`src/rtl/core/xbe_pkg.sv`:
```
package xbe_pkg;

  typedef logic [31:0] word_t;
  typedef logic [3:0][31:0] key_t;

  // one block in flight: both halves and the running sum
  typedef struct packed {
    word_t a;
    word_t b;
    word_t sum;
  } blk_t;

  localparam int unsigned CfgIdxW = 3;

  localparam logic [CfgIdxW-1:0] REG_KEY0  = 3'd0;
  localparam logic [CfgIdxW-1:0] REG_KEY1  = 3'd1;
  localparam logic [CfgIdxW-1:0] REG_KEY2  = 3'd2;
  localparam logic [CfgIdxW-1:0] REG_KEY3  = 3'd3;
  localparam logic [CfgIdxW-1:0] REG_DELTA = 3'd4;

  localparam word_t DeltaReset = 32'h9E3779B9;

  function automatic word_t xtea_mix(word_t v);
    return ((v << 4) ^ (v >> 5)) + v;
  endfunction

endpackage

```
`src/rtl/core/xbe_cfg_regs.sv`:
```
module xbe_cfg_regs (
  input  logic                       clk_i,
  input  logic                       rst_ni,
  input  logic                       cfg_valid_i,
  output logic                       cfg_ready_o,
  input  logic [xbe_pkg::CfgIdxW-1:0] cfg_index_i,
  input  logic [31:0]                cfg_data_i,
  output xbe_pkg::key_t              key_o,
  output xbe_pkg::word_t             delta_o
);
  import xbe_pkg::*;

  key_t  key_q;
  word_t delta_q;
  logic  wr_en;

  assign cfg_ready_o = 1'b1;
  assign wr_en       = cfg_valid_i;

  always_ff @(posedge clk_i or negedge rst_ni) begin
    if (!rst_ni) begin
      key_q   <= '0;
      delta_q <= DeltaReset;
    end else if (wr_en) begin
      case (cfg_index_i)
        REG_KEY0:  key_q[0] <= cfg_data_i;
        REG_KEY1:  key_q[1] <= cfg_data_i;
        REG_KEY2:  key_q[2] <= cfg_data_i;
        REG_KEY3:  key_q[3] <= cfg_data_i;
        REG_DELTA: delta_q  <= cfg_data_i;
        default: ;
      endcase
    end
  end

  assign key_o   = key_q;
  assign delta_o = delta_q;

endmodule

```
`config.mk`:
```
export PLATFORM = sky130hd
export DESIGN_NAME = xbe_cfg_regs
export DESIGN_NICKNAME = d
export VERILOG_FILES = /design/src/rtl/core/xbe_pkg.sv /design/src/rtl/core/xbe_cfg_regs.sv
export SDC_FILE = /design/constraint.sdc
export NUM_CORES = 1
export LEC_CHECK = 0
export BUFFER_PORTS_ARGS = -buffer_cell sky130_fd_sc_hd__buf_2
export CELL_PAD_IN_SITES_DETAIL_PLACEMENT = 1
export CELL_PAD_IN_SITES_GLOBAL_PLACEMENT = 2
export CORE_MARGIN = 2
export CORE_UTILIZATION = 37
export CTS_CLUSTER_SIZE = 30
export DETAILED_ROUTE_END_ITERATION = 8
export GPL_TIMING_DRIVEN = 0
export PLACE_DENSITY = 0.87
export SETUP_SLACK_MARGIN = 0.4
export SYNTH_ARGS = -nofsm -noshare
export SYNTH_HDL_FRONTEND = slang
export SYNTH_SLANG_ARGS = --single-unit
```
`constraint.sdc`:
```
create_clock -name clk_i -period 2.3 [get_ports clk_i]
set_input_delay 0.345 -clock clk_i [delete_from_list [all_inputs] [get_ports clk_i]]
set_output_delay 0.345 -clock clk_i [all_outputs]
set_load 0.01 [all_outputs]
```
# Word-level counts from Yosys, hierarchy flattened
# Cells that the tools add are included.
[word_totals] ff_bits=160 input_bits=38 output_inout_bits=161 wordCells=15
[classes] eq_ne=4 reduce_logical=6
[op_table] op="$reduce_and 2->1" n=5
[op_table] op="$eq 3x2->1 const B" n=2
[op_table] op="$eq 3x1->1 const B" n=1
[op_table] op="$eq 3x3->1 const B" n=1
[op_table] op="$logic_not 3->1" n=1

# Depth between registers and ports, before layout
# Gate-level depths: netlist of the first run.
[logic_depth] depth_word=2 depth_mapped=4 mapped_depth_nobuf=2

# Least setup slack after synthesis of the first run
# Ideal clock, no wire load.
[synth_timing] path_kind="input to register" from="input cfg_index_i[1] (netlist bit)" to="register key_q, in the netlist key_o[0]" setup_time_ns=0.125 arrival_ns=1.268 t_required_ns=2.175 path_slack_ns=0.907 stages=3 n_path_buf=1 cell_sequence="nor4b_4 > buf_6 > mux2_2"
[synth_between] elab_chain_cells=2
[synth_lines] element="start, declared" line_no="xbe_cfg_regs.sv:6" rtl="input logic [xbe_pkg::CfgIdxW-1:0] cfg_index_i,"
[synth_lines] element="$logic_not 3->1" line_no="xbe_cfg_regs.sv:25" rtl="case (cfg_index_i)"
[synth_lines] element="$reduce_and 2->1 (no line)"
[synth_lines] element="end, declared" line_no="xbe_cfg_regs.sv:13" rtl="key_t key_q;"
# Every way passes these cells.
# A chain may end at the register's enable or synchronous reset.

# Worst setup path in the final report of the first run
[layout_timing] from="register delta_q[8] (netlist: delta_o[8])" to="output delta_o[8]"
[layout_rtl] element="start, declared" line_no="xbe_cfg_regs.sv:14" rtl="word_t delta_q;"
[layout_rtl] element="start signal, assigned" line_no="xbe_cfg_regs.sv:23" rtl="delta_q <= DeltaReset;"
[layout_rtl] element="start signal, assigned" line_no="xbe_cfg_regs.sv:30" rtl="REG_DELTA: delta_q <= cfg_data_i;"
[layout_rtl] element="end, declared" line_no="xbe_cfg_regs.sv:9" rtl="output xbe_pkg::word_t delta_o"
# No word-level cell between the ends.

==> run_results.csv, run 1 <==
group,metric,value,unit
outcome,outcome,"finished with violations",
timing,fmax,698,MHz
routing,ant_nets,0,
global_route,first_global_vias,4283,
clocking,cts-root-buf,"clkbuf_16",
clocking,cts_sinks,160,
clocking,clockBufferDepth,2,
critical_path,critPathSlowestCell,"dfstp_2",
timing,rsz0062_at_grt,"false",
timing,fin_crit_sh,0.623,
synthesis,synth_cell_type_count,11,
power,p_clk_frac,0.328,
floorplan,dieWidth,132,um
routing,routed_wl,15.6,mm
place,gp_congestion,0.762,
timing,worst-slew-pin-transition,0.836,ns
critical_path,cp_cell_sequence,"buf_2",
place,pre_cts_ws,0.425,ns
timing,fin_skew,0,ns
place,dp_hpwl,11.1,mm
routing,vias,3751,
synthesis,yosys-top-cells-area,"dfrtp_1 (58%), mux2_2 (27%), dfstp_2 (8.7%)",
synthesis,synthCells,345,
clocking,clk_latency,0.42,ns
critical_path,crit_path_end_kind,"output pin",
floorplan,dieHeight,132,um
critical_path,r2r-start,"key_o[83]",
critical_path,crit_fanout,2,
place,dp.cells,759,
global_route,grt_max_degree,88,
timing,tns,0,ns
global_route,track_usage,0.185,
synthesis,synth_seq_cells,160,
routing,wl_per_cell,19.7,um
floorplan,initial_core_util,0.381,
critical_path,cp_top_family,"flip-flops",
global_route,grt_antenna_before_repair,1,
synthesis,synth.largest_area_cell,"dfrtp_1",
timing,max_slew_margin,0.443,
routing,viasPerCell,4.75,
layout,drive_above_1_share,0.721,
power,leakage,3.76,nW
global_route,grt_pass1_wl,24.7,mm
critical_path,slowest_delay,0.54,ns
power,switching_power,0.00229,W
timing,fin_crit,1.43,ns
floorplan,fp-row-count,46,
flow_run,max_cap_viol_count,0,
floorplan,ioPinCount,199,
timing,worst_slack,0.867,ns
clocking,numCtsBuffers,17,
power,combPwrFrac,0.217,
clocking,clk_pin_slew,0.06,ns
critical_path,worstPathRequired,1.96,ns
synthesis,synthDominantCellAreaShare,0.577,
synthesis,ys_seq_area_frac,0.664,
outcome,violations,"hold timing",
clocking,ctsHoldBuffers,0,
critical_path,path_buf_inv,1,
global_route,grt-ovfl-total,0,
timing,hold-worst-slack,-0.0314,ns
power,switching_share,0.273,
clocking,post-cts-setup-buffers,0,
synthesis,synth_nets,383,
clocking,htreeDepth,4,
place,io_buffers,197,
min_path,hp-class,"in -> async",
routing,drc,0,
critical_path,worstSetupPathType,"reg -> out",
timing,hold_viol,15,
clocking,post_cts_resized,0,
floorplan,die_area,17400,um^2
power,power_frac_seq,0.455,
critical_path,startpoint,"delta_o[8]",
critical_path,start_kind,"flip-flop",
layout,areaGrowthSynthToFinish,30.8,%
floorplan,core,15900,um^2
routing,dr.pass1.iters,4,
power,vdd_drop_max,0.000475,V
synthesis,syn_avg_cell_area,17.6,um^2
routing,drt-initial-drc-count,118,
layout,fin_cells,790,
layout,final_nets,600,
power,p_int,0.00610,W
power,power.density,1060,nW/um^2
critical_path,crit_arrival,1.09,ns
synthesis,synth_area,6070,um^2
timing,setup-violations-final,0,
timing,final_max_slew_viol_count,0,
synthesis,ys.warnings.count,0,
clocking,cts_tree,"yes",
## flip-flops by register name, indices dropped and copies added, names as in the netlist
| signal | flops |
|---|---|
| key_o | 128 |
| delta_o | 32 |
## worst paths after layout
check / endpoint / slack [ns] / cells after the start
worst max-delay path: delta_o[8] / 0.87 / 1
worst min-delay path: key_o[99] / -0.03 / 1
worst max register to register: key_o[83] / 1.50 / 1
worst min register to register: delta_o[29] / 0.49 / 1
max in group asynchronous: delta_o[26] / 1.46 / 2
min in group clk_i: key_o[27] / 0.20 / 2
## cell families (layout without fill, tap and decap cells)
| family | count (synthesis) | count (layout) | share of synthesized area |
|---|---|---|---|
| flip-flops | 160 | 160 | 0.664 |
| multiplexers | 160 | 160 | 0.297 |
| other | 1 | 2 | 0.000618 |
| AND/OR/NAND/NOR | 5 | 5 | 0.0103 |
| buffers and inverters | 19 | 247 | 0.0284 |
## cell usage after synthesis
cell and count:
mux2_2 148, nor4bb_1 3, buf_6 12, conb_1 1, dfstp_2 20, dfrtp_1 140, buf_4 1, nand4b_1 1
buf_2 6, mux2_1 12, nor4b_4 1
## per-stage QoR
stage / power [W] / cell area, um^2 / utilization
6_report: 0.00839 / 7940 / 0.498
5_1_grt: 0.00880 / 7940 / 0.498
4_1_cts: 0.00852 / 7930 / 0.498
3_5_place_dp: 0.00572 / 7360 / 0.462
3_3_place_gp: 0.00560 / 7330 / 0.460
2_1_floorplan: 0.00472 / 6070 / -
## routing by layer
| layer | share of wire | wire [um] | track usage |
|---|---|---|---|
| met2 | 0.53 | 8220 | 0.322 |
| met4 | 0.021 | 334 | 0.0833 |
| met3 | 0.051 | 798 | 0.0481 |
| met5 | 0 | 0 | 0 |
| met1 | 0.40 | 6230 | 0.215 |
## layout by cell type, fill, tap and decap left out
master      count
mux2_1         12
clkinvlp_4      1
clkbuf_16      17
mux2_2        148
clkinv_2        3
buf_16          1
buf_4           1
clkbuf_1        3
clkbuf_8        4
diode_2         1
conb_1          1
dfrtp_1       140
nor4b_4         1
buf_6          13
dfstp_2        20
nand4b_1        1
nor4bb_1        3
bufinv_16       2
buf_2         202
## area by class of cell
| cell class | count | area [um^2] |
|---|---|---|
| Tap cell | 216 | 270 |
| Buffer | 19 | 173 |
| Clock inverter | 6 | 82.6 |
| Timing Repair Buffer | 198 | 1020 |
| Clock buffer | 24 | 492 |
| Multi-Input combinational cell | 166 | 1870 |
| Sequential cell | 160 | 4030 |
| Fill cell | 1616 | 8010 |
| Antenna cell | 1 | 2.50 |
## power groups by stage
stage	sequential (W)	combinational [W]	clock, W
2_1_floorplan	0.00414	0.000585	0
4_1_cts	0.00383	0.00186	0.00283
6_report	0.00382	0.00182	0.00275
3_5_place_dp	0.00386	0.00185	0
3_3_place_gp	0.00381	0.00178	0
5_1_grt	0.00391	0.00196	0.00293
Note: power is estimated with default switching activity, not from simulation.
==> run 2: changes to the inputs <==
- CORE_UTILIZATION: 37 -> 35
- PLACE_DENSITY: 0.87 -> 0.83
- clock period: 2.3 -> 1.4 ns (I/O delays scaled with it)
==> run 2 against run 1 <==
The flow still finishes with violations (hold timing). Worst hold slack got worse by 0.18 ns. Worst setup slack got worse by 0.77 ns. Critical path type unchanged. Sequential power rose by 69%. Global-route usage rose by 2.2 points. Non-clock buffer count rose by 135. Register-to-register slack got worse by 1.2 ns. Via count rose by 16%. Critical endpoint is now delta_o[12]. Largest power group unchanged.
==> run_results.csv, run 2 (synthesis gave the netlist of run 1 again) <==
group,metric,value,unit
layout,final_area,10500,um^2
outcome,outcome,"finished with violations",
global_route,grt-ovfl-total,0,
floorplan,core,17100,um^2
timing,tns,0,ns
routing,wl_per_cell,22.3,um
critical_path,setup.worst_path.end,"delta_o[12]",
layout,largest_reg_flops,128,
clocking,cts_sinks,160,
place,placed_cell_area,7680,um^2
clocking,clk_pin_slew,0.07,ns
power,power.density,1540,nW/um^2
layout,final_common_cell,"dfrtp_1",
clocking,clockBufferDepth,2,
routing,viasPerCell,4.67,
clocking,htreeDepth,4,
critical_path,crit_arrival,1.10,ns
critical_path,rr_worst_depth,3,
timing,hold_viol,64,
critical_path,cp_cell_sequence,"buf_6",
critical_path,worstPathRequired,1.19,ns
timing,worst-slew-pin-transition,0.715,ns
timing,fin_crit,1.31,ns
power,finalPower,0.0162,W
global_route,grt_antenna_before_repair,0,
routing,routed_wl,20.8,mm
critical_path,cp_top_family,"flip-flops",
clocking,cts-root-buf,"clkbuf_16",
timing,fin_crit_sh,0.933,
timing,hold-worst-slack,-0.209,ns
critical_path,ff2ff_setup_slack,0.34,ns
power,leakage,5.14,nW
flow_run,max_cap_viol_count,0,
routing,ant_nets,0,
floorplan,initial_core_util,0.355,
critical_path,crit_path_end_kind,"output pin",
place,dp_hpwl,11.1,mm
critical_path,critPathSlowestCell,"dfstp_2",
timing,final_max_slew_viol_count,0,
timing,fmax,766,MHz
clocking,cts_tree,"yes",
routing,vias,4363,
power,vdd_drop_max,0.000949,V
floorplan,fp-row-count,48,
routing,drt-initial-drc-count,127,
layout,areaGrowthSynthToFinish,73.2,%
floorplan,die_area,18400,um^2
critical_path,path_buf_inv,1,
timing,rsz0062_at_grt,"true",
place,io_buffers,197,
place,dp.cells,768,
clocking,clk_latency,0.42,ns
layout,drive_above_1_share,0.800,
timing,fin_skew,0,ns
critical_path,worstSetupPathType,"reg -> out",
layout,diodes,0,
critical_path,r2r-start,"key_o[34]",
critical_path,cp.depth,1,
layout,final_cell_mix,"dfrtp_1 (140), mux2_4 (128), buf_2 (119)",
critical_path,start_kind,"flip-flop",
clocking,numCtsBuffers,17,
critical_path,r2r_end,"key_o[34]",
routing,dr.pass1.iters,4,
global_route,track_usage,0.207,
layout,final_nets,735,
place,gp_congestion,0.702,
floorplan,dieWidth,136,um
layout,fin_cells,935,
global_route,first_global_vias,4753,
routing,drc,0,
global_route,grt_pass1_wl,28.4,mm
min_path,hp-class,"in -> async",
critical_path,slowest_delay,0.56,ns
timing,max_slew_margin,0.524,
global_route,grt_max_degree,88,
outcome,violations,"hold timing",
critical_path,startpoint,"delta_o[12]",
layout,fin_util,0.614,
timing,setup-violations-final,0,
floorplan,dieHeight,136,um
critical_path,crit_fanout,2,
floorplan,ioPinCount,199,
==> run 2: cell types whose count changed in the layout (fill, tap and decap cells not counted), sizes merged <==
cell      delta
inv          +5
diode        -1
bufinv       -2
buf        +131
clkbuf       -1
clkinv       +1
clkinvlp     +3
==> run 2: cell type report <==
class	count	area [um^2]
tap	225	282
buffer	19	315
fill	1599	6610
clock inverter	13	104
multi-input combinational	166	2390
timing repair buffer	333	2930
sequential	160	4030
clock buffer	19	453
==> run 2: through the flow <==
stage / hold slack [ns] / worst slack [ns]
2_1_floorplan: -0.0856 / 0.142
3_3_place_gp: 0.475 / -2.11
3_5_place_dp: 0.277 / -0.289
4_1_cts: -0.178 / 0.0910
5_1_grt: -0.182 / 0.0707
6_report: -0.209 / 0.0944
==> run 2: repair_timing <==
action	CTS	global route
gates cloned	8	4
endpoints found under the setup margin	282	308
pin swaps	3	5
endpoints found under the hold margin	64	64
buffers inserted	78	45
resized for setup	126	78
==> run 2: power by group <==
group / internal, W / switching, W
sequential: 0.00574 / 0.000711
combinational: 0.00341 / 0.00192
clock: 0.00240 / 0.00206
total: 0.0116 / 0.00468
==> run 2: layer usage <==
| layer | part of all wire | vias up | global-route usage |
|---|---|---|---|
| li1 | - | 1924 | - |
| met1 | 0.40 | 2275 | 0.251 |
| met2 | 0.54 | 131 | 0.366 |
| met3 | 0.044 | 33 | 0.0554 |
| met4 | 0.025 | 0 | 0.0538 |
| met5 | 0 | - | 0 |
==> run 2: worst min-delay path by stage <==
stage | start | to | cells after the start
2_1_floorplan | rst_ni | delta_o[10] | 0
3_3_place_gp | key_o[27] | key_o[27] | 1
3_5_place_dp | rst_ni | key_o[111] | 1
4_1_cts | rst_ni | key_o[15] | 1
5_1_grt | rst_ni | key_o[15] | 1
6_report | rst_ni | key_o[108] | 1
