## src/rtl/core/xbe_pkg.sv

```systemverilog
package xbe_pkg;

  typedef logic [31:0] word_t;
  typedef logic [3:0][31:0] key_t;

  // one block in flight: both halves and the running sum
  typedef struct packed {
    word_t a;
    word_t b;
    word_t sum;
  } blk_t;

  localparam int unsigned CfgIdxW = 3;

  localparam logic [CfgIdxW-1:0] REG_KEY0  = 3'd0;
  localparam logic [CfgIdxW-1:0] REG_KEY1  = 3'd1;
  localparam logic [CfgIdxW-1:0] REG_KEY2  = 3'd2;
  localparam logic [CfgIdxW-1:0] REG_KEY3  = 3'd3;
  localparam logic [CfgIdxW-1:0] REG_DELTA = 3'd4;

  localparam word_t DeltaReset = 32'h9E3779B9;

  function automatic word_t xtea_mix(word_t v);
    return ((v << 4) ^ (v >> 5)) + v;
  endfunction

endpackage

```

## src/rtl/core/xbe_half_stage.sv

```systemverilog
module xbe_half_stage #(
  parameter bit SECOND_HALF = 1'b0
) (
  input  logic           clk_i,
  input  logic           rst_ni,
  input  logic           valid_i,
  output logic           ready_o,
  input  xbe_pkg::blk_t  data_i,
  output logic           valid_o,
  input  logic           ready_i,
  output xbe_pkg::blk_t  data_o,
  input  xbe_pkg::key_t  key_i,
  input  xbe_pkg::word_t delta_i
);
  import xbe_pkg::*;

  logic  valid_q;
  blk_t  data_q;
  blk_t  data_d;
  word_t key_sel;
  word_t mix_val;

  always_comb begin
    data_d = data_i;
    if (SECOND_HALF) begin
      // sum was already advanced by the first half of this round
      key_sel  = key_i[data_i.sum[12:11]];
      mix_val  = xtea_mix(data_i.a);
      data_d.b = data_i.b + (mix_val ^ (data_i.sum + key_sel));
    end else begin
      key_sel    = key_i[data_i.sum[1:0]];
      mix_val    = xtea_mix(data_i.b);
      data_d.a   = data_i.a + (mix_val ^ (data_i.sum + key_sel));
      data_d.sum = data_i.sum + delta_i;
    end
  end

  // a bubble in this stage lets the upstream side move on
  assign ready_o = !valid_q || ready_i;

  always_ff @(posedge clk_i or negedge rst_ni) begin
    if (!rst_ni) begin
      valid_q <= 1'b0;
    end else if (ready_o) begin
      valid_q <= valid_i;
    end
  end

  always_ff @(posedge clk_i) begin
    if (ready_o && valid_i) begin
      data_q <= data_d;
    end
  end

  assign valid_o = valid_q;
  assign data_o  = data_q;

endmodule

```

## config.mk

```make
export PLATFORM = sky130hd
export DESIGN_NAME = xbe_half_stage
export DESIGN_NICKNAME = d
export VERILOG_FILES = /design/src/rtl/core/xbe_pkg.sv /design/src/rtl/core/xbe_half_stage.sv
export SDC_FILE = /design/constraint.sdc
export NUM_CORES = 1
export LEC_CHECK = 0
export CORE_ASPECT_RATIO = 0.7
export CORE_MARGIN = 2
export CORE_UTILIZATION = 46
export DETAILED_ROUTE_END_ITERATION = 7
export DONT_BUFFER_PORTS = 1
export SKIP_CTS_REPAIR_TIMING = 1
export SLEW_MARGIN = 5
export SYNTH_ARGS = -nofsm -noshare
export SYNTH_HDL_FRONTEND = slang
export SYNTH_SLANG_ARGS = --single-unit
```

## constraint.sdc

```tcl
create_clock -name clk_i -period 4.8 [get_ports clk_i]
set_clock_uncertainty 0.15 [all_clocks]
set_input_delay 1.44 -clock clk_i [delete_from_list [all_inputs] [get_ports clk_i]]
set_output_delay 1.44 -clock clk_i [all_outputs]
set_load 0.02 [all_outputs]
```

Word level (Yosys, flattened, before mapping). Index checks and enable logic that the tools add are counted.

Muxes and demuxes: 2. Reductions and logical operators: 3. $add $sub $neg: 4. Bitwise gates (word level): 2. $lt $le $gt $ge: 1.

Operators with widths (number): adder 32 bit (4); binary-select mux 32 bit (select 2 bit) (1); 2-to-1 mux 32 bit (1); XOR 32 x 27 -> 32 bit (1); XOR 32 bit (1); < comparator 2 x 3 -> 1 bit (second input constant) (1); logical AND 1 bit (1); logical NOT 1 bit (1); logical OR 1 bit (1).

Bits in registers: 97. Word-level logic and storage cells: 16.

Longest topological paths before layout. Gate-level depths: netlist of run 1.

Depth in word-level cells: 5. Mapped depth: 24.

Worst setup path after synthesis of run 1. No wires, ideal clock.

Kind: input to register. Start point: in data_i[0] in the netlist's numbering. End point: reg data_q (netlist bit data_o[94]), data pin. Setup slack: -1.941 ns. Arrival time: 6.322 ns. Required time: 4.381 ns. Stages on the path: 23. Path buffers: 2. Library setup time: 0.269 ns. Cell sequence: clkbuf_1 -> buf_1 -> mux4_2 -> ha_1 -> a21o_1 -> a21oi_1 -> nand3_1 -> a21oi_1 -> o31ai_2 -> a31oi_1 -> o21bai_1 -> a21oi_1 -> xnor2_1 -> ha_1 -> a21o_1 -> a21o_1 -> a221oi_1 -> nor2b_1 -> a311oi_1 -> nor2_1 -> a21oi_1 -> o31ai_1 -> xor2_1.

RTL lines: start: declaration (RTL line xbe_half_stage.sv:8) `input xbe_pkg::blk_t data_i,`; end signal: assignment (RTL line xbe_half_stage.sv:51) `data_q <= data_d;`; end: declaration (RTL line xbe_half_stage.sv:18) `blk_t data_q;`.

==> results of run 1 <==
-- layer usage --
metal | share of wire | vias up | global-route usage
met5 | 0.0015 | - | 0
met4 | 0.0082 | 6 | 0.04113
met3 | 0.088 | 28 | 0.07841
met2 | 0.41 | 392 | 0.3813
met1 | 0.49 | 4177 | 0.4142
li1 | - | 4325 | -
-- final timing paths --
kind	startpoint	endpoint	slack (ps)	cells past startpoint
setup reg to reg	valid_o$_DFFE_PN0N_	data_o[30]$_DFFE_PP_	2590	3
min in group clk_i	valid_o$_DFFE_PN0N_	valid_o$_DFFE_PN0N_	680	2
setup / recovery	data_i[0]	data_o[94]$_DFFE_PP_	-710	20
max in group asynchronous	rst_ni	valid_o$_DFFE_PN0N_	3810	0
hold / removal	rst_ni	valid_o$_DFFE_PN0N_	630	0
hold reg to reg	valid_o$_DFFE_PN0N_	valid_o$_DFFE_PN0N_	680	2
-- worst max-delay path: stages --
cell      delay [ps]
mux4_2           520
ha_4             300
buf_4            120
nand4_1          140
nand3_2          130
a21oi_4           80
o31ai_4          310
a31oi_4          130
buf_4            150
o31ai_2          260
o21ai_0          130
nor2b_1          160
xnor2_1          170
ha_1             220
or3_1            400
a311oi_2         320
nor2_1            90
a21oi_2          180
o31ai_2           80
xor2_1           140
-- cells in the mapped netlist, drive strengths merged (15+ instances only) --
cell type / number
a21o: 55
a21oi: 110
clkbuf: 15
edfxtp: 96
ha: 129
inv: 25
mux4: 32
nand2: 50
nand2b: 22
nand3: 19
nor2: 50
o21ai: 62
o21bai: 19
xnor2: 110
xor2: 61
-- sequential cells by signal, indices dropped and copies added, names as in the netlist --
register  flops
valid_o       1
data_o       96
-- kinds of logic after synthesis --
group	after synthesis	share of synthesized area
mux	32	0.07107
compound gates	331	0.2116
fa+ha+maj	133	0.1671
flops	97	0.2867
buf+inv	43	0.01592
simple gates	199	0.09550
xor+xnor	173	0.1521
-- area by class of cell --
type                       count  area [sq um]
antenna                        3         7.507
multi-input combinational    868          7775
tap                          282         352.8
clock inverter                 6         76.32
inverter                      25         93.84
sequential                    97          2908
timing repair buffer         243          1856
fill                        1802          8379
clock buffer                  10         229.0
-- power breakdown --
part	internal (uW)	switching, uW	leakage [uW]	total, uW
Combinational	2210	2050	0.00455	4250
Clock	415	376	0.000143	791
Sequential	1270	291	0.000924	1560
-- layout by cell type, fill, tap and decap left out, types with 6 or more instances in the layout --
cell type	Yosys	layout
o21ai_1	1	9
nand2_1	50	45
o21ai_0	60	44
a211oi_1	14	7
a211oi_2	0	6
inv_1	25	24
nand2b_1	22	20
xor2_1	61	61
ha_4	0	9
clkbuf_16	0	9
nor2_1	49	45
edfxtp_1	96	96
xnor2_1	110	92
nor2b_1	12	12
ha_1	129	119
a21o_1	55	55
buf_4	0	237
a21oi_1	110	87
a31oi_1	14	8
nand4_1	12	12
o21a_1	6	6
nand3_1	19	18
a21oi_2	0	19
o21bai_1	19	19
nor3_1	13	10
o21ai_2	1	9
mux4_2	32	32
o211ai_1	9	9
xnor2_2	0	18
-- metrics by stage --
step                      TNS (ps)  instances  hold slack [ps]  power, uW
after floorplan             -10240       1008            632.6       3831
after global placement      -14340       1503            667.5       5197
after detailed placement    -15080       1503            673.4       5245
after CTS                    -7641       1519            618.5       6057
after global routing         -9815       1531            608.1       7016
final                        -7637       1534            629.6       6609
==> metrics.txt, run 1 <==
outcome=finished with violations; failing checks=negative setup slack; WS Path Type=input port to flip-flop; CTS tree=built; Hold Vio Cnt, Final=0; initial antenna violation count=6; unrepaired setup endpoints after global routing=true; Yosys top cell area share=0.2843; TritonRoute pass-1 iters=5; Crit Path Max Fanout=34; Yosys cell types=60; max cap viols=0; Die Wd=181.5 microns; height of the die=128.2 microns; Final Slew Violations=0; largest net degree at the start of global routing=52; post-placement cell area=12350 sq um; drt first-iter violations=740; Ports=358; Sink Count=97; Antenna Nets Post-Route=0; GRT overflow=0; cts bufs inserted=9; Syn Std Cell Area=10140 sq um; fin nets=1637; asr flop ratio synth=0.01031; clock tree buffer depth=2; fmax=181.5 MHz; Wirelength per Cell=21.41 microns; dpl ws=-1153 ps; worst-skew pair later-pin latency=350 ps; # DRC=0; initial core utilization=0.4678; commonest register cell after synthesis=edfxtp_1; DP HPWL=26.72 mm; number of global-route vias before repair=8229; class of the worst hold path=input port to asynchronous set/reset pin; Final GP Congestion=0.9206; number of synthesized flops with an enable pin=96; Post-Syn Nets=1401; Area Growth Syn to Fin=31.13%; Max-Slew Margin vs Limit=0.5385; final wirelength=32.84 mm; Port Buffer Count=0; final worst slack=-711.0 ps; Vias per Instance=5.820; post-layout util=0.6134; clk slew on worst S/H paths=80 ps; Worst Path Arrival=5470 ps; num rows=45; final cycle utilization of the critical path=1.148; final setup fails=17; Via Count=8928; top post-synthesis cells by area=edfxtp_1 28%, ha_1 16%, xnor2_1 9.5%, mux4_2 7.1%, a21oi_1 5.4%; syn avg cell area=10.06 sq um; flops & latches, synth=97; total die area=23270 sq um; Worst setup SP type=input port; sequential fraction of the synthesis area=0.2867; data required time of the worst path=4760 ps; Final Instance Area=13300 sq um; crit path capture type=flip-flop; VDD IR max=0.2568 mV; Worst Tran Pin Value=692.2 ps; fin crit period=5511 ps; Root Buffer=clkbuf_16; yosys warns=0; proportion of layout cells with a drive suffix above 1=0.3283; Core Region=21680 sq um; gr usage total=0.2709; first-pass GRT wire length=48.03 mm; H-tree levels=3; Lkg Pwr=0.005618 uW; Post-Synthesis Cells=1008; cell taking the most area after synthesis=edfxtp_1; Pwr Density=497.0 nW/um^2
Power figures use the tool's default switching activity.
==> inputs of run 2 (changes only) <==
Settings changed: ABC_AREA set to 1, TNS_END_PERCENT set to 30.
==> metrics.txt, run 2 <==
Yosys top cell area share=0.2448; proportion of layout cells with a drive suffix above 1=0.2063; GR Util met2=0.4389; fin nets=2308; VDD IR max=0.2817 mV; worst-skew pair later-pin latency=370 ps; Wirelength per Cell=19.26 microns; Final Slew Violations=0; final wirelength=43.29 mm; commonest non-fill, non-tap cell in the layout=nand2_1; num rows=48; max reg flops=96; worst-path cell chain=o21ai_1 > buf_4 > o22ai_4 > ha_4 > inv_2 > fa_2 > inv_1 > nand2_1 > nand2_1 > o21ai_1 > o21bai_2 > nand3_1 > nand2_2 > xor2_2 > xnor2_1 > ha_1 > a21oi_2 > o21ai_1 > a21oi_1 > nand2_2 > a21boi_4 > o21ai_1 > nand2_1 > nand2_1; cell taking the most area after synthesis=edfxtp_1; flops & latches, synth=97; Worst path slowest cell=ha_1; largest net degree at the start of global routing=97; Yosys cell types=48; total die area=26920 sq um; Crit path depth=24; Final GP Congestion=0.9419; met3 usage in global routing=0.07198; CTS tree=built; Die Wd=195.2 microns; TritonRoute pass-1 iters=6; number of synthesized flops with an enable pin=96; delay-heaviest family, CP=compound AO/OA/AOI/OAI gates; post-placement cell area=14060 sq um; Vias per Instance=5.536; top cells by count, synth=395 x nand2_1, 182 x nor2_1, 171 x inv_1; CP Buf/Inv Count=3; Final Instance Area=14870 sq um; Pwr Density=423.2 nW/um^2; clock tree buffer depth=2; Final Power=6292 uW; Worst Tran Pin Value=797.1 ps; outcome=finished with violations; final cycle utilization of the critical path=1.042; Core Region=24920 sq um; # DRC=0; Worst setup SP type=input port; Via Count=12450; failing checks=negative setup slack; Ports=358; final setup fails=14; Port Buffer Count=0; Crit Path Max Fanout=67; yosys warns=0; Root Buffer=clkbuf_16; WS Path Type=input port to flip-flop; M1 GR Usage=0.4722; height of the die=137.9 microns; Antenna Nets Post-Route=0; dpl ws=-903.7 ps; Worst Path Arrival=4980 ps; Filler cells=2391; final worst slack=-199.7 ps; crit path capture type=flip-flop; gr usage total=0.3088; setup tns final=-1231 ps; Sink Count=97; first-pass GRT wire length=62.80 mm; Post-Synthesis Cells=1666; class of the worst hold path=input port to asynchronous set/reset pin; max cap viols=0; Hold Vio Cnt, Final=0; DP HPWL=36.51 mm; asr flop ratio synth=0.01031; Lkg Pwr=0.006981 uW; Storage cell area=2908 sq um; Multi-input gate area=8589 sq um; initial core utilization=0.4725; post-layout util=0.5965; top-count cell post-synth=nand2_1; data required time of the worst path=4780 ps; H-tree levels=3; drt first-iter violations=1243; syn avg cell area=7.069 sq um; most frequent cells in the layout=377 x nand2_1, 253 x buf_4, 171 x nor2_1; number of global-route vias before repair=10860; unrepaired setup endpoints after global routing=true; GRT overflow=0; sequential fraction of the synthesis area=0.2469; Post-Syn Nets=2059; fin crit period=5000 ps; busiest grt layer=met1; Worst path max stage delay=360 ps; clk slew on worst S/H paths=80 ps; fmax=200.0 MHz; cts bufs inserted=9; cells on worst reg2reg path=2; top post-synthesis cells by area=edfxtp_1 24%, ha_1 14%, nand2_1 13%, xor2_1 7.2%, a21oi_1 6.1%; Area Growth Syn to Fin=26.24%; commonest register cell after synthesis=edfxtp_1; initial antenna violation count=3; Max-Slew Margin vs Limit=0.4686; Syn Std Cell Area=11780 sq um
run 2: cell types whose count changed after synthesis, moves of 26 or more:
cell and change:
o21ai_0 +51, nand3_1 +51, xor2_1 +36, nand2_1 +345
xnor2_1 -65, o22ai_1 +28, mux4_2 -32, a21oi_1 +34
a21o_1 -26, nor2_1 +133, inv_1 +146
run 2: final timing paths:
check	startpoint	slack, ps	endpoint
setup / recovery	data_i[0]	-200	data_o[91]$_DFFE_PP_
min in group clk_i	valid_o$_DFFE_PN0N_	710	valid_o$_DFFE_PN0N_
setup reg to reg	valid_o$_DFFE_PN0N_	3090	data_o[27]$_DFFE_PP_
hold / removal	rst_ni	610	valid_o$_DFFE_PN0N_
max in group asynchronous	rst_ni	3830	valid_o$_DFFE_PN0N_
hold reg to reg	valid_o$_DFFE_PN0N_	710	valid_o$_DFFE_PN0N_
run 2: power by group:
part	leakage (uW)	internal, uW	switching, uW
Clock	0.000150	372	402
Combinational	0.00591	1830	2180
Sequential	0.000926	1240	272
run 2: metrics by stage:
stage / instances / hold WS [ps]
2_1_floorplan: 1666 / 659.1
3_3_place_gp: 2220 / 699.4
3_5_place_dp: 2220 / 708.4
4_1_cts: 2236 / 593.4
5_1_grt: 2247 / 592.1
6_report: 2248 / 605.1
run 2: final cells by class:
cell class                 count  area share
antenna                        3   0.0005050
clock buffer                   9     0.01515
clock inverter                 7    0.005807
inverter                     172     0.04452
multi-input combinational   1377      0.5778
sequential                    97      0.1956
tap                          325     0.02735
timing repair buffer         258      0.1333
run 2: cell families after synthesis:
logic type	after synthesis	synth area share
flip-flops	97	0.2469
AND/OR/NAND/NOR	717	0.2523
XOR/XNOR	142	0.1056
adder cells (fa/ha/maj)	133	0.1439
AO/OA/AOI/OAI	385	0.1899
buffers and inverters	192	0.06141
run 2: worst reg2reg max path, cell delays in order, from the launching register on:
cell and delay (ps):
dfrtp_1 500, a21oi_4 210, buf_12 420
run 2: per-layer routing:
metal | wire length [microns] | part of all wire
met2 | 17230 | 0.40
met3 | 4265 | 0.099
met1 | 21310 | 0.49
met4 | 493 | 0.011
met5 | 0 | 0
==> inputs of run 3 (changes only) <==
Settings changed: MAX_ROUTING_LAYER set to met4.
==> metrics.txt, run 3 (synthesized netlist as in run 2, its figures left out) <==
commonest non-fill, non-tap cell in the layout=nand2_1; Worst path slowest cell=fa_2; initial antenna violation count=1; Port Buffer Count=0; Critical R2R Launch=valid_o$_DFFE_PN0N_; H-tree levels=3; DP HPWL=37.19 mm; initial core utilization=0.4725; drt first-iter violations=1093; Wirelength per Cell=19.66 microns; Root Buffer=clkbuf_16; Worst Path Arrival=4990 ps; GRT overflow=0; TritonRoute pass-1 iters=7; final cycle utilization of the critical path=1.046; crit path capture type=flip-flop; fin crit period=5022 ps; unrepaired setup endpoints after global routing=true; Sink Count=97; most frequent CP cell=nand2_1; Die Wd=195.2 microns; data required time of the worst path=4770 ps; final wirelength=43.94 mm; outcome=finished with violations; most frequent cells in the layout=384 x nand2_1, 243 x buf_4, 172 x nor2_1; clock tree buffer depth=2; Worst setup SP type=input port; Filler cells=2403; CP Buf/Inv Count=3; Crit Path Max Fanout=67; worst-skew pair later-pin latency=360 ps; proportion of layout cells with a drive suffix above 1=0.1997; Ports=358; dpl ws=-897.7 ps; cts bufs inserted=9; max cap viols=0; final setup fails=14; total die area=26920 sq um; Pwr Density=424.9 nW/um^2; fmax=199.1 MHz; Via Count=12270; class of the worst hold path=input port to asynchronous set/reset pin; number of global-route vias before repair=10960; Lkg Pwr=0.006951 uW; Final GP Congestion=0.9846; Worst path max stage delay=330 ps; height of the die=137.9 microns; VDD IR max=0.2450 mV; final worst slack=-221.8 ps; gr usage total=0.3261; Hold Vio Cnt, Final=0; largest net degree at the start of global routing=97; delay-heaviest family, CP=compound AO/OA/AOI/OAI gates; failing checks=negative setup slack; Final Slew Violations=0; num rows=48; Area Growth Syn to Fin=25.58%; Max-Slew Margin vs Limit=0.4705; max reg flops=96; WS Path Type=input port to flip-flop; Setup crit start=data_i[0]; # DRC=0; first-pass GRT wire length=64.12 mm; CTS tree=built; worst hold slack=610.0 ps; Core Region=24920 sq um; Vias per Instance=5.491; Worst Tran Pin Value=785.9 ps; clk slew on worst S/H paths=80 ps; Antenna Nets Post-Route=0; fin nets=2296
-- run 3: final cells by class --
type / count / area (sq um) / share of cell area
Multi-Input combinational cell: 1377 / 8608 / 0.5821
Sequential cell: 97 / 2908 / 0.1966
Timing Repair Buffer: 246 / 1884 / 0.1274
Inverter: 172 / 665.6 / 0.04501
Tap cell: 325 / 406.6 / 0.02750
Clock buffer: 9 / 225.2 / 0.01523
Clock inverter: 7 / 86.33 / 0.005838
Antenna cell: 2 / 5.005 / 0.0003384
-- run 3: path summary, 6_finish.rpt --
check,to,slack (ps),cells past startpoint
min in group clk_i,valid_o$_DFFE_PN0N_,720,2
worst min register to register,valid_o$_DFFE_PN0N_,720,2
worst max-delay path,data_o[91]$_DFFE_PP_,-220,26
worst min-delay path,valid_o$_DFFE_PN0N_,610,0
worst max register to register,data_o[25]$_DFFE_PP_,3080,2
max in group asynchronous,valid_o$_DFFE_PN0N_,3820,0
-- run 3: report_power, final --
part	internal, uW	leakage [uW]	total [uW]	switching [uW]
logic	1820	0.00587	4000	2180
registers	1240	0.000926	1510	276
clock network	372	0.000150	772	400
-- run 3: metal layers --
| layer | part of all wire | vias to the layer above | track usage |
|---|---|---|---|
| met5 | 0 | - | - |
| met1 | 0.49 | 5546 | 0.4831 |
| met4 | 0.0070 | 0 | 0.04241 |
| met2 | 0.40 | 557 | 0.4562 |
| met3 | 0.098 | 20 | 0.07612 |
| li1 | - | 6150 | - |
-- run 3: metrics by stage --
| step | TNS, ps | instance area [sq um] | util | std cells | total power [uW] |
|---|---|---|---|---|---|
| after floorplan | -1270 | 11880 | - | 1666 | 3635 |
| after global placement | -13060 | 14000 | 0.5618 | 2212 | 5155 |
| after detailed placement | -15700 | 14000 | 0.5618 | 2212 | 5183 |
| after CTS | -6210 | 14320 | 0.5743 | 2228 | 5983 |
| after global routing | -4342 | 14790 | 0.5933 | 2234 | 6722 |
| final | -1491 | 14790 | 0.5934 | 2235 | 6283 |
-- run 3: worst register-to-register path, stage by stage, from the launching register on --
cell	delay (ps)
dfrtp_1	500
a21oi_4	210
buf_12	430
